[src/rtl/ext_tmr_pkg.sv]
// Package for the extended timer with alarm: word types and reset constants.
// No dependencies; used by ext_tmr_core and extended_timer_with_alarm.
`default_nettype none

package ext_tmr_pkg;

  // item codes
  localparam logic MODE_TICK = 1'b0;
  localparam logic MODE_SET  = 1'b1;

  // reset values
  localparam logic [31:0] LATE_OFFSET_RST = 32'd1000;
  localparam logic [31:0] COMPARE_RST     = 32'hFFFF_FFFF;

  // input word
  typedef struct packed {
    logic        mode;
    logic [63:0] wake_time;
  } tmr_item_t;

  // result word
  typedef struct packed {
    logic [63:0] current_time;
    logic        alarm_fired;
    logic        alarm_active;
    logic [63:0] alarm_readback;
  } tmr_result_t;

endpackage

`default_nettype wire

[src/rtl/extended_timer_with_alarm.sv]
// Top level of the 64-bit timer with compare alarm: input and result registers.
// Depends on ext_tmr_pkg and ext_tmr_core.
//
//   port group | direction | handshake          | payload
//   in_*       | input     | in_valid/in_stall  | tmr_item_t (mode, wake_time)
//   out_*      | output    | out_valid/out_stall| tmr_result_t
//   cfg_*      | input     | cfg_valid/cfg_ready| late_alarm_offset, 32 bit
//
// One word per cycle sustained while out_stall is low; an accepted word waits in
// the input register, then moves into the result register, where it can be taken.
// The timer state updates in the same cycle a word leaves the input register.
// Reset is synchronous, active low; time, alarm and offset return to defaults.
// out_stall holds the result register; in_stall rises only when the input
// register holds a word that the full result register cannot take.
// cfg_ready is always high; a write takes effect on the next cycle.
`default_nettype none

module extended_timer_with_alarm
  import ext_tmr_pkg::*;
(
  input  wire logic        clk,
  input  wire logic        rst_n,
  input  wire logic        in_valid,
  output logic             in_stall,
  input  wire tmr_item_t   in_data,
  output logic             out_valid,
  input  wire logic        out_stall,
  output tmr_result_t      out_data,
  input  wire logic        cfg_valid,
  output logic             cfg_ready,
  input  wire logic [31:0] cfg_data
);

  logic        in_valid_r;
  tmr_item_t   in_data_r;
  logic        out_valid_r;
  tmr_result_t out_data_r;
  tmr_result_t res;
  logic        out_free;
  logic        step_en;
  logic        in_take;

  // flow control
  assign out_free  = !out_valid_r || !out_stall;
  assign step_en   = in_valid_r && out_free;
  assign in_stall  = in_valid_r && !out_free;
  assign in_take   = in_valid && !in_stall;
  assign cfg_ready = 1'b1;

  // input register
  always_ff @(posedge clk) begin
    if (!rst_n) begin
      in_valid_r <= 1'b0;
    end else if (in_take) begin
      in_valid_r <= 1'b1;
    end else if (step_en) begin
      in_valid_r <= 1'b0;
    end
  end

  always_ff @(posedge clk) begin
    if (in_take) begin
      in_data_r <= in_data;
    end
  end

  ext_tmr_core u_core (
    .clk       (clk),
    .rst_n     (rst_n),
    .step_en   (step_en),
    .item      (in_data_r),
    .cfg_we    (cfg_valid),
    .cfg_wdata (cfg_data),
    .res       (res)
  );

  // result register
  always_ff @(posedge clk) begin
    if (!rst_n) begin
      out_valid_r <= 1'b0;
    end else if (step_en) begin
      out_valid_r <= 1'b1;
    end else if (!out_stall) begin
      out_valid_r <= 1'b0;
    end
  end

  always_ff @(posedge clk) begin
    if (step_en) begin
      out_data_r <= res;
    end
  end

  assign out_valid = out_valid_r;
  assign out_data  = out_data_r;

endmodule

`default_nettype wire

[src/rtl/ext_tmr_core.sv]
// Timer state, alarm compare logic and the late-offset register.
// Depends on ext_tmr_pkg; instantiated by extended_timer_with_alarm.
`default_nettype none

module ext_tmr_core
  import ext_tmr_pkg::*;
(
  input  wire logic        clk,
  input  wire logic        rst_n,
  input  wire logic        step_en,
  input  wire tmr_item_t   item,
  input  wire logic        cfg_we,
  input  wire logic [31:0] cfg_wdata,
  output tmr_result_t      res
);

  logic [31:0] late_offset_r;
  logic [31:0] low_count_r, low_count_nxt;
  logic [31:0] epoch_r, epoch_nxt;
  logic [63:0] stored_alarm_r, stored_alarm_nxt;
  logic        alarm_armed_r, alarm_armed_nxt;
  logic [31:0] compare_r, compare_nxt;
  logic        compare_en_r, compare_en_nxt;
  logic        fired;
  logic [31:0] low_inc;
  logic [31:0] late_cmp;
  logic [31:0] alarm_hi;
  logic [31:0] alarm_lo;

  assign low_inc  = low_count_r + 32'd1;
  assign late_cmp = low_count_r + late_offset_r;
  assign alarm_hi = item.wake_time[63:32];
  assign alarm_lo = item.wake_time[31:0];

  // next state for one word, then the match check
  always_comb begin
    low_count_nxt    = low_count_r;
    epoch_nxt        = epoch_r;
    stored_alarm_nxt = stored_alarm_r;
    alarm_armed_nxt  = alarm_armed_r;
    compare_nxt      = compare_r;
    compare_en_nxt   = compare_en_r;
    fired            = 1'b0;

    if (item.mode == MODE_TICK) begin
      low_count_nxt = low_inc;
      if (low_inc == '0) begin
        epoch_nxt = epoch_r + 32'd1;
        if (alarm_armed_r && (epoch_nxt == stored_alarm_r[63:32])) begin
          compare_nxt    = stored_alarm_r[31:0];
          compare_en_nxt = 1'b1;
        end
      end
    end else begin
      stored_alarm_nxt = item.wake_time;
      alarm_armed_nxt  = 1'b1;
      if (epoch_r == alarm_hi) begin
        compare_nxt    = (alarm_lo < low_count_r) ? late_cmp : alarm_lo;
        compare_en_nxt = 1'b1;
      end else begin
        compare_en_nxt = 1'b0;
      end
    end

    // alarm fires once and disarms
    if (compare_en_nxt && (low_count_nxt == compare_nxt)) begin
      compare_en_nxt  = 1'b0;
      alarm_armed_nxt = 1'b0;
      fired           = 1'b1;
    end
  end

  // result word
  assign res.current_time   = {epoch_nxt, low_count_nxt};
  assign res.alarm_fired    = fired;
  assign res.alarm_active   = alarm_armed_nxt;
  assign res.alarm_readback = stored_alarm_nxt;

  // state registers
  always_ff @(posedge clk) begin
    if (!rst_n) begin
      low_count_r    <= '0;
      epoch_r        <= '0;
      stored_alarm_r <= '0;
      alarm_armed_r  <= 1'b0;
      compare_r      <= COMPARE_RST;
      compare_en_r   <= 1'b0;
    end else if (step_en) begin
      low_count_r    <= low_count_nxt;
      epoch_r        <= epoch_nxt;
      stored_alarm_r <= stored_alarm_nxt;
      alarm_armed_r  <= alarm_armed_nxt;
      compare_r      <= compare_nxt;
      compare_en_r   <= compare_en_nxt;
    end
  end

  // late offset register
  always_ff @(posedge clk) begin
    if (!rst_n) begin
      late_offset_r <= LATE_OFFSET_RST;
    end else if (cfg_we) begin
      late_offset_r <= cfg_wdata;
    end
  end

  // checks
  a_compare_needs_arm: assert property (@(posedge clk) disable iff (!rst_n)
    compare_en_r |-> alarm_armed_r)
    else $error("compare enabled without an armed alarm");

  a_tick_advances: assert property (@(posedge clk) disable iff (!rst_n)
    step_en && (item.mode == MODE_TICK) |=>
      low_count_r == 32'($past(low_count_r) + 32'd1))
    else $error("tick did not advance the low count");

  a_set_stores: assert property (@(posedge clk) disable iff (!rst_n)
    step_en && (item.mode == MODE_SET) |=>
      (stored_alarm_r == $past(item.wake_time)) && $stable(low_count_r))
    else $error("alarm set did not store the alarm or moved time");

  a_idle_holds: assert property (@(posedge clk) disable iff (!rst_n)
    !step_en |=> $stable(low_count_r) && $stable(epoch_r) && $stable(alarm_armed_r))
    else $error("timer state changed without a word");

endmodule

`default_nettype wire

[config.mk]
export PLATFORM = sky130hd
export DESIGN_NAME = extended_timer_with_alarm
export DESIGN_NICKNAME = d
export VERILOG_FILES = /design/src/rtl/ext_tmr_pkg.sv /design/src/rtl/extended_timer_with_alarm.sv /design/src/rtl/ext_tmr_core.sv
export SDC_FILE = /design/constraint.sdc
export NUM_CORES = 1
export LEC_CHECK = 0
export BUFFER_PORTS_ARGS = -buffer_cell sky130_fd_sc_hd__buf_2
export CELL_PAD_IN_SITES_DETAIL_PLACEMENT = 1
export CELL_PAD_IN_SITES_GLOBAL_PLACEMENT = 1
export CORE_UTILIZATION = 51
export CTS_BUF_LIST = sky130_fd_sc_hd__clkbuf_4 sky130_fd_sc_hd__clkbuf_8
export CTS_CLUSTER_SIZE = 28
export DETAILED_ROUTE_END_ITERATION = 6
export PLACE_DENSITY_LB_ADDON = 0.1
export SLEW_MARGIN = 20
export SYNTH_ARGS = -nofsm -noshare
export SYNTH_HDL_FRONTEND = slang
export SYNTH_HIERARCHICAL = 1
export SYNTH_SLANG_ARGS = --single-unit
[constraint.sdc]
create_clock -name clk -period 37.5 [get_ports clk]
set_input_delay 5.625 -clock clk [delete_from_list [all_inputs] [get_ports clk]]
set_output_delay 5.625 -clock clk [all_outputs]
set_load 0.01 [all_outputs]
Yosys cells after proc, flatten, opt, wreduce, memory -nomap -nowiden

Index checks and enable logic that the tools add are counted.

Register bits: 391
Input bits: 102
Output and inout port bits: 133
Logic and storage cells: 56

Add/subtract/negate cells: 3
Magnitude comparators: 1
Equal/unequal tests: 4
Mux-type cells: 21
Reduce and logical (&&, ||, !) cells: 12

Operators by type and width:

| cell                                                            | number |
|---|---|
| 32-bit two-way mux                                              | 8 |
| 32-bit == test                                                  | 3 |
| 32-bit by 1-bit adder with 32-bit output, second input constant | 2 |
| 64-bit two-way mux                                              | 1 |
| 32-bit adder                                                    | 1 |
| 32-bit zero test                                                | 1 |
| 32-bit < comparator                                             | 1 |
| 1-bit two-way mux                                               | 12 |
| 1-bit logical AND                                               | 5 |
| 1-bit zero test                                                 | 4 |
| 2-bit by 1-bit != test with 1-bit output, second input constant | 1 |
| 2-bit nonzero test                                              | 1 |
| 1-bit logical OR                                                | 1 |

Logic depth before layout (Yosys ltp)

Gate-level depths: netlist of the first run.

Word-level depth: 9
Mapped depth: 20
Gate-level depth less buffers: 17

Cells and area by module

Netlist of the first run, hierarchy kept.

By module, submodules not included:

| module                    | instances | cells an instance | area an instance (sq um) | sequential area each (sq um) |
|---|---|---|---|---|
| ext_tmr_core              | 1         | 2018              | 15593.7                  | 3883.7 |
| extended_timer_with_alarm | 1         | 205               | 5950.7                   | 5895.7 |

Worst setup path before layout of the first run

OpenSTA, ideal clock, no wires.

Path kind: input to register
From: input out_stall
To: register u_core.compare_r[1]
Setup time: 0.061 ns
Arrival: 17.550 ns
Data required time: 37.439 ns
Path slack: 19.890 ns
Stages: 6
Buffers on the path: 1
Cells stage by stage: a21boi_0 -> inv_1 -> a21oi_1 -> clkbuf_1 -> o22ai_1 -> nand2_1

Word-level cells in the longest chain between the ends: 3

Ends and longest elaborated chain:

| what                 | line                            | RTL |
|---|---|---|
| from (decl)          | extended_timer_with_alarm.sv:27 | `input wire logic out_stall,` |
| 1-bit zero test      | -                               |  |
| 1-bit logical OR     | extended_timer_with_alarm.sv:44 | `assign out_free = !out_valid_r \|\| !out_stall;` |
| 1-bit logical AND    | extended_timer_with_alarm.sv:45 | `assign step_en = in_valid_r && out_free;` |
| to (signal assigned) | ext_tmr_core.sv:93              | `compare_r <= compare_nxt;` |
| to (decl)            | ext_tmr_core.sv:22              | `logic [31:0] compare_r, compare_nxt;` |

Every way passes these cells.
A chain may end at the register's enable or synchronous reset.

Final worst setup path of the first run

From: input out_stall
To: output in_stall

Word-level cells in the longest chain between the ends: 4

Ends and longest elaborated chain:

| what              | line                            | RTL |
|---|---|---|
| 1-bit zero test   | -                               |  |
| 1-bit logical OR  | extended_timer_with_alarm.sv:44 |  |
| 1-bit zero test   | extended_timer_with_alarm.sv:46 | `assign in_stall = in_valid_r && !out_free;` |
| 1-bit logical AND | extended_timer_with_alarm.sv:46 |  |
| to (decl)         | extended_timer_with_alarm.sv:24 | `output logic in_stall,` |

Every way passes these cells.

==> results of run 1 <==
-- where the power goes --
group	leakage (nW)	internal, mW	switching [mW]	total, mW
Sequential	3.44	0.470	0.0157	0.486
Combinational	5.25	0.0359	0.0543	0.0902
Clock	0.749	0.225	0.190	0.415
-- registers in the layout (all words and copies together) (netlist names) --
signal,count
in_data_r,65
in_valid_r,1
out_data,130
out_valid,1
u_core/alarm_armed_r,1
u_core/compare_en_r,1
u_core/compare_r,32
u_core/epoch_r,32
u_core/late_offset_r,32
u_core/low_count_r,32
u_core/stored_alarm_r,64
-- worst max path at each step --
stage	startpoint	to	slack (ps)	cells after the start
CTS	out_stall	in_stall	25760	3
finish	out_stall	in_stall	25760	3
global placement	out_stall	in_stall	25780	3
detailed placement	out_stall	in_stall	25760	3
global route	out_stall	in_stall	25740	3
floorplan	out_stall	u_core/compare_r[1]$_SDFFE_PN1P_	19890	6
-- cells by family (layout without fill, tap and decap cells) --
| kind of cell | after synthesis | in the layout |
|---|---|---|
| AND/OR/NAND/NOR | 874 | 874 |
| flip-flops | 391 | 391 |
| AO/OA/AOI/OAI | 360 | 360 |
| XOR/XNOR | 230 | 230 |
| buffers and inverters | 200 | 436 |
| multiplexers | 101 | 101 |
| adder cells (fa/ha/maj) | 66 | 66 |
| other | 1 | 2 |
-- cells in the mapped netlist (30+ instances only) --
library cell / instances / share of area
xnor2_1: 140 / 0.057
nor3_1: 50 / 0.012
nand4_1: 44 / 0.013
nor2_1: 231 / 0.040
dfxtp_1: 196 / 0.18
nor4_1: 36 / 0.010
mux2i_1: 41 / 0.019
nand2_1: 181 / 0.032
o22ai_1: 30 / 0.0087
edfxtp_1: 195 / 0.27
nand3_1: 58 / 0.013
or3_1: 31 / 0.0090
clkbuf_1: 86 / 0.015
inv_1: 60 / 0.010
a21oi_1: 45 / 0.010
nor2b_1: 34 / 0.0099
and2_1: 55 / 0.016
ha_1: 65 / 0.038
xor2_1: 88 / 0.036
nor3b_1: 68 / 0.024
mux2_2: 60 / 0.031
o21ai_0: 107 / 0.025
-- worst min-delay path, cell delays in order, from the launching register on --
cell,delay (ps)
dfxtp_1,330
o22ai_1,60
nand2_1,60
-- area by class of cell --
class | instances | area [um^2]
fillers | 4639 | 16890
multi-input cells | 1632 | 10930
flip-flops and latches | 391 | 9779
repair buffers | 247 | 1286
clock buffers | 92 | 1166
well taps | 532 | 665.6
clock inverters | 36 | 252.7
inverters | 61 | 229.0
diodes | 1 | 2.502
-- metal layers --
metal  GRT usage  vias up  part of all wire
met1      0.4537     9247              0.44
met5           0        -                 0
met3     0.05477      154             0.061
li1            -     8346                 -
met2      0.5376      686              0.46
met4      0.1284        0             0.036
-- per-stage QoR --
stage            util  hold slack [ps]  std cells  power (mW)
2_1_floorplan       -            435.9       2223      0.5475
3_3_place_gp   0.5556            446.4       2863      0.5768
3_5_place_dp   0.5556            462.2       2863      0.5826
4_1_cts        0.5900            477.4       2991      0.9982
5_1_grt        0.5901            513.7       2992       1.025
6_report       0.5901            477.3       2992      0.9906
==> run metrics, run 1 <==
clk sinks 391; Hold Crit Class reg2reg; DR vias/cell 6.161; share of cells above drive strength 1 0.1879; hold-critical path depth 2; num rows 74; commonest cells after routing, fill and taps aside 232 x buf_2, 231 x nor2_1, 196 x dfxtp_1; status finished, final reports clean; clock root buffer master clkbuf_8; Core ar. 41200 um^2; largest net degree at the start of global routing 178; hold path endpoint u_core/compare_r[7]$_SDFFE_PN1P_; vias in the first global route 18870; post-CTS sizing 0; first-iteration detailed-routing DRC count 1352; GP Congestion 0.9159; CP Launch Type input pin; CTS H-tree lvls 3; R2R cell count 15; insertion delay to the later sink of the worst-skew pair 670 ps; Post-synth ARST share 0; final WL roughly 73000 um; Placement Cell Area 22890 um^2; CP most frequent cell buf_2; Crit path arrival time 6110 ps; Vias 18430; worst-margin pin slew 1047 ps; post-synthesis sequential area ratio 0.4539; hold buffer count at cts 0; Initial Utilization 0.5229; Max rail drop VDD 0.00004532 V; RSZ-0062 raised after global routing no; nets 2571; ordered cell list for the critical path buf_2 > and3_4 > buf_2; Setup WS pre-CTS 25760 ps; Post-Syn Nets between 2000 and 2500; min-delay src u_core/compare_r[7]$_SDFFE_PN1P_; Yosys reg bits 391; CTS tree done; largest family of logic cells by synthesized area simple AND/OR/NAND/NOR gates; final instance area between 20000 and 25000 um^2; clk_skew 39.96 ps; number of synthesized flops with an enable pin 195; period utilisation layout 0.3131; syn_area_per_cell 9.692 um^2; remaining antenna violation count 0; most common cell after layout, fill and taps aside buf_2; Mapped Area 21540 um^2; proportion of synthesized area in mux cells 0.05041; Primary FF master, synth dfxtp_1; die height between 200 and 250 um; Worst Path Buf+Inv 2; setup TNS 0 ps; clock slew seen by the registers of the worst setup and hold paths 60 ps; initial antenna violation count 1; area grow syn2layout 12.85%; GRT Overall Usage 0.3351; flop-to-flop setup slack 30920 ps; Max FO, Critical Path 3; chip width between 200 and 250 um; Final Hold Fails 0; total CTS buffers 70; RR Endpoint out_data[65]$_DFFE_PP_; Max clock buf depth 3; minimum clock period 11740 ps; max cap viols 0; First-pass DRT Iterations 5; Leak approximately 9.4 nW; YS warnings 6; Synth Area in Compound Gates 0.1099; Worst Setup End Kind output pin; f_max 85.18 MHz; cell count after synthesis between 2000 and 2500; XOR/XNOR share of the synthesized area 0.09449; Reg-to-Reg Start u_core/epoch_r[3]$_SDFFE_PN0P_; grt total ovfl 0; CP Class in2out; # IOs 235; fin worst setup slack 25760 ps; buffers added on ports ~230; DRC viols 0; CP max-delay cell and3_4; simple-gate portion of the synthesized area 0.2121; post-synthesis adder-cell area fraction 0.03868; max incr delay on CP between 200 and 250 ps; Power per Cell Area a little over 40 nW/um^2; first-pass GRT wire length 111500 um; WL per Instance about 24 um; Slew Limit Fails 0; cell family with most CP delay buffers and inverters; Yosys cell types 96; max_slew headroom 0.3021; Final setup viols 0; setup repair bufs after CTS 0; DP HPWL between 50000 and 60000 um; die area 43070 um^2; worst path required time 31870 ps
No activity file was read; power rests on OpenSTA's default activity.
==> run 2, diff against run 1 <==
- ABC_AREA: default -> 1
- CORE_UTILIZATION: 51 -> 45
- clock period: 37.5 -> 11 ns (I/O delays scaled with it)
==> run 2 against run 1 <==
Compared with the run above: clock skew shrank 3.1 ps; clock-buffer cell count grew 16; flip-flop and latch count is the same; clock power grew to 3.5 times the previous value; critical path type is now reg2reg; largest power group unchanged.
==> run metrics, run 2 <==
status finished, final reports clean; area grow syn2layout 13.96%; clk_skew 36.82 ps; Worst Setup End Kind flip-flop; clock slew seen by the registers of the worst setup and hold paths 60 ps; CP most frequent cell nand2_1; most common cell in the netlist nand2_1; grt total ovfl 0; number of synthesized flops with an enable pin around 200; f_max 192.1 MHz; # IOs roughly 240; Core ar. 48050 um^2; Max FO, Critical Path 33; Clk pwr share 0.386; worst setup path end out_data[64]$_DFFE_PP_; max cap viols 0; largest net degree at the start of global routing 172; DP HPWL around 58000 um; initial antenna violation count 1; Max clock buf depth 3; Setup WS pre-CTS 5987 ps; cell count after synthesis 3017; setup repair bufs after CTS 0; flop-to-flop setup slack just under 6000 ps; Crit path arrival time 5630 ps; Met1 Wirelength between 30000 and 40000 um; setup TNS 0 ps; Primary FF master, synth dfxtp_1; Mapped Area approximately 22000 um^2; final hold slack around 470 ps; CTS tree done; hold buffer count at cts 0; num rows 80; vias in the first global route between 20000 and 25000; critical path depth in cells 26; Placed Cells 3761; max incr delay on CP 710 ps; fin worst setup slack 5795 ps; Leak 11.44 nW; post-CTS sizing 0; total CTS buffers 73; Yosys reg bits 391; CP Launch Type flip-flop; period utilisation layout 0.4732; Synth area leaders edfxtp_1 27%, dfxtp_1 18%, nand2_1 13%, o21ai_0 8.3%, inv_1 6.4%; buffers added on ports between 200 and 250; GRT Overall Usage 0.3163; WL per Instance between 20 and 25 um; Initial Utilization 0.4582; GP Congestion between 0.9 and 1; Hold Crit Class reg2reg; Yosys cell types between 40 and 50; DR vias/cell around 5.5; routed wl met2 40030 um; Post-synth top cells 775 x nand2_1, 378 x inv_1, 365 x o21ai_0; Post-Syn Nets 3185; total net switching power 1.137 mW; Vias 21390; chip width 223.2 um; Final setup viols 0; remaining antenna violation count 0; max FFs per register 130; DRC viols 0; die area 49810 um^2; commonest cells after routing, fill and taps aside 775 x nand2_1, 375 x inv_1, 365 x o21ai_0; Slew Limit Fails 0; clk sinks 391; final WL 78940 um; cell type with the largest total area after synthesis edfxtp_1; worst-margin pin slew around 1100 ps; Power Internal 2.601 mW; Power per Cell Area roughly 150 nW/um^2; YS warnings 6; syn_area_per_cell 7.297 um^2; R2R cell count 26; Top Layer Used met5; Post-synth ARST share 0; Reg power frac 0.459; CTS H-tree lvls 3; Reg-to-Reg Start u_core/low_count_r[1]$_SDFFE_PN0P_; minimum clock period approximately 5200 ps; first-pass GRT wire length 121500 um; die height 223.2 um; diode count 0; Comb pwr share 0.156; max_slew headroom 0.2870; worst path required time 11430 ps; RR Endpoint out_data[64]$_DFFE_PP_; Max rail drop VDD 0.00008926 V; share of cells above drive strength 1 0.1305; first-iteration detailed-routing DRC count 1226; CP max-delay cell nor2_4; clock root buffer master clkbuf_8; most common cell after layout, fill and taps aside nand2_1; RSZ-0062 raised after global routing no; top-area cell type share of the netlist area 0.2660; insertion delay to the later sink of the worst-skew pair 670 ps; nets 3389; metal3 WL between 2000 and 3000 um; Setup crit start u_core/low_count_r[1]$_SDFFE_PN0P_; Final Power 3.738 mW; cell family with most CP delay simple AND/OR/NAND/NOR gates; CP Class reg2reg; final cell count without fillers 3894; post-synthesis sequential area ratio 0.4442; sw frac 0.3042; Worst Path Buf+Inv 2; Final Hold Fails 0; First-pass DRT Iterations 5
==> run 2: changes by cell type after synthesis, moves of 112 or more <==
cell	before	now
nand2_1	181	775
inv_1	60	378
o21ai_0	107	365
nand3_1	58	263
a21oi_1	45	223
xnor2_1	140	28
==> run 2: layout make-up <==
class	instances	area (um^2)
fillers	6255	22960
multi-input cells	2123	10300
flip-flops and latches	391	9779
inverters	381	1438
repair buffers	251	1330
clock buffers	108	1292
well taps	615	769.5
clock inverters	25	181.4
==> run 2: cells by family after synthesis <==
kind of cell	synth area share
AOI/OAI and AO/OA	0.1451
DFF	0.4442
xor gates and xnor gates	0.02091
adders and majority gates	0.03785
other	0.0001703
buffers and inverters	0.08860
and+or+nand+nor	0.2631
==> run 2: how the worst min path moves through the flow <==
stage	from	endpoint	cells past startpoint
CTS	u_core/late_offset_r[8]$_SDFFE_PN1P_	u_core/late_offset_r[8]$_SDFFE_PN1P_	2
global placement	u_core/compare_en_r$_SDFFE_PN0P_	u_core/compare_en_r$_SDFFE_PN0P_	2
detailed placement	u_core/late_offset_r[8]$_SDFFE_PN1P_	u_core/late_offset_r[8]$_SDFFE_PN1P_	2
global route	u_core/late_offset_r[7]$_SDFFE_PN1P_	u_core/late_offset_r[7]$_SDFFE_PN1P_	2
finish	u_core/late_offset_r[8]$_SDFFE_PN1P_	u_core/late_offset_r[8]$_SDFFE_PN1P_	2
floorplan	u_core/late_offset_r[3]$_SDFFE_PN1P_	u_core/late_offset_r[3]$_SDFFE_PN1P_	2
==> run 2: routing by layer <==
layer,up-vias,global-route usage
li1,10350,-
met1,10330,0.3545
met2,502,0.5714
met3,196,0.04491
met4,2,0.1829
met5,-,0
==> run 2: power groups by stage <==
stage | clock (mW) | combinational, mW | sequential, mW
global route | 1.53 | 0.648 | 1.72
finish | 1.44 | 0.581 | 1.71
floorplan | 0 | 0.366 | 1.73
CTS | 1.48 | 0.582 | 1.72
detailed placement | 0 | 0.576 | 1.74
global placement | 0 | 0.552 | 1.74
==> run 2: through the flow <==
step	utilization	area (um^2)
finish	0.5222	25090
global placement	0.4915	23610
global route	0.5222	25090
floorplan	-	22020
CTS	0.5221	25090
detailed placement	0.4915	23610
==> run 2: worst reg2reg max path, delay by kind of cell, from the launching register on <==
kind / cells / cell delay (ps)
buffers and inverters: 2 / 340
DFF: 1 / 480
and+or+nand+nor: 23 / 3790
adders and majority gates: 1 / 320
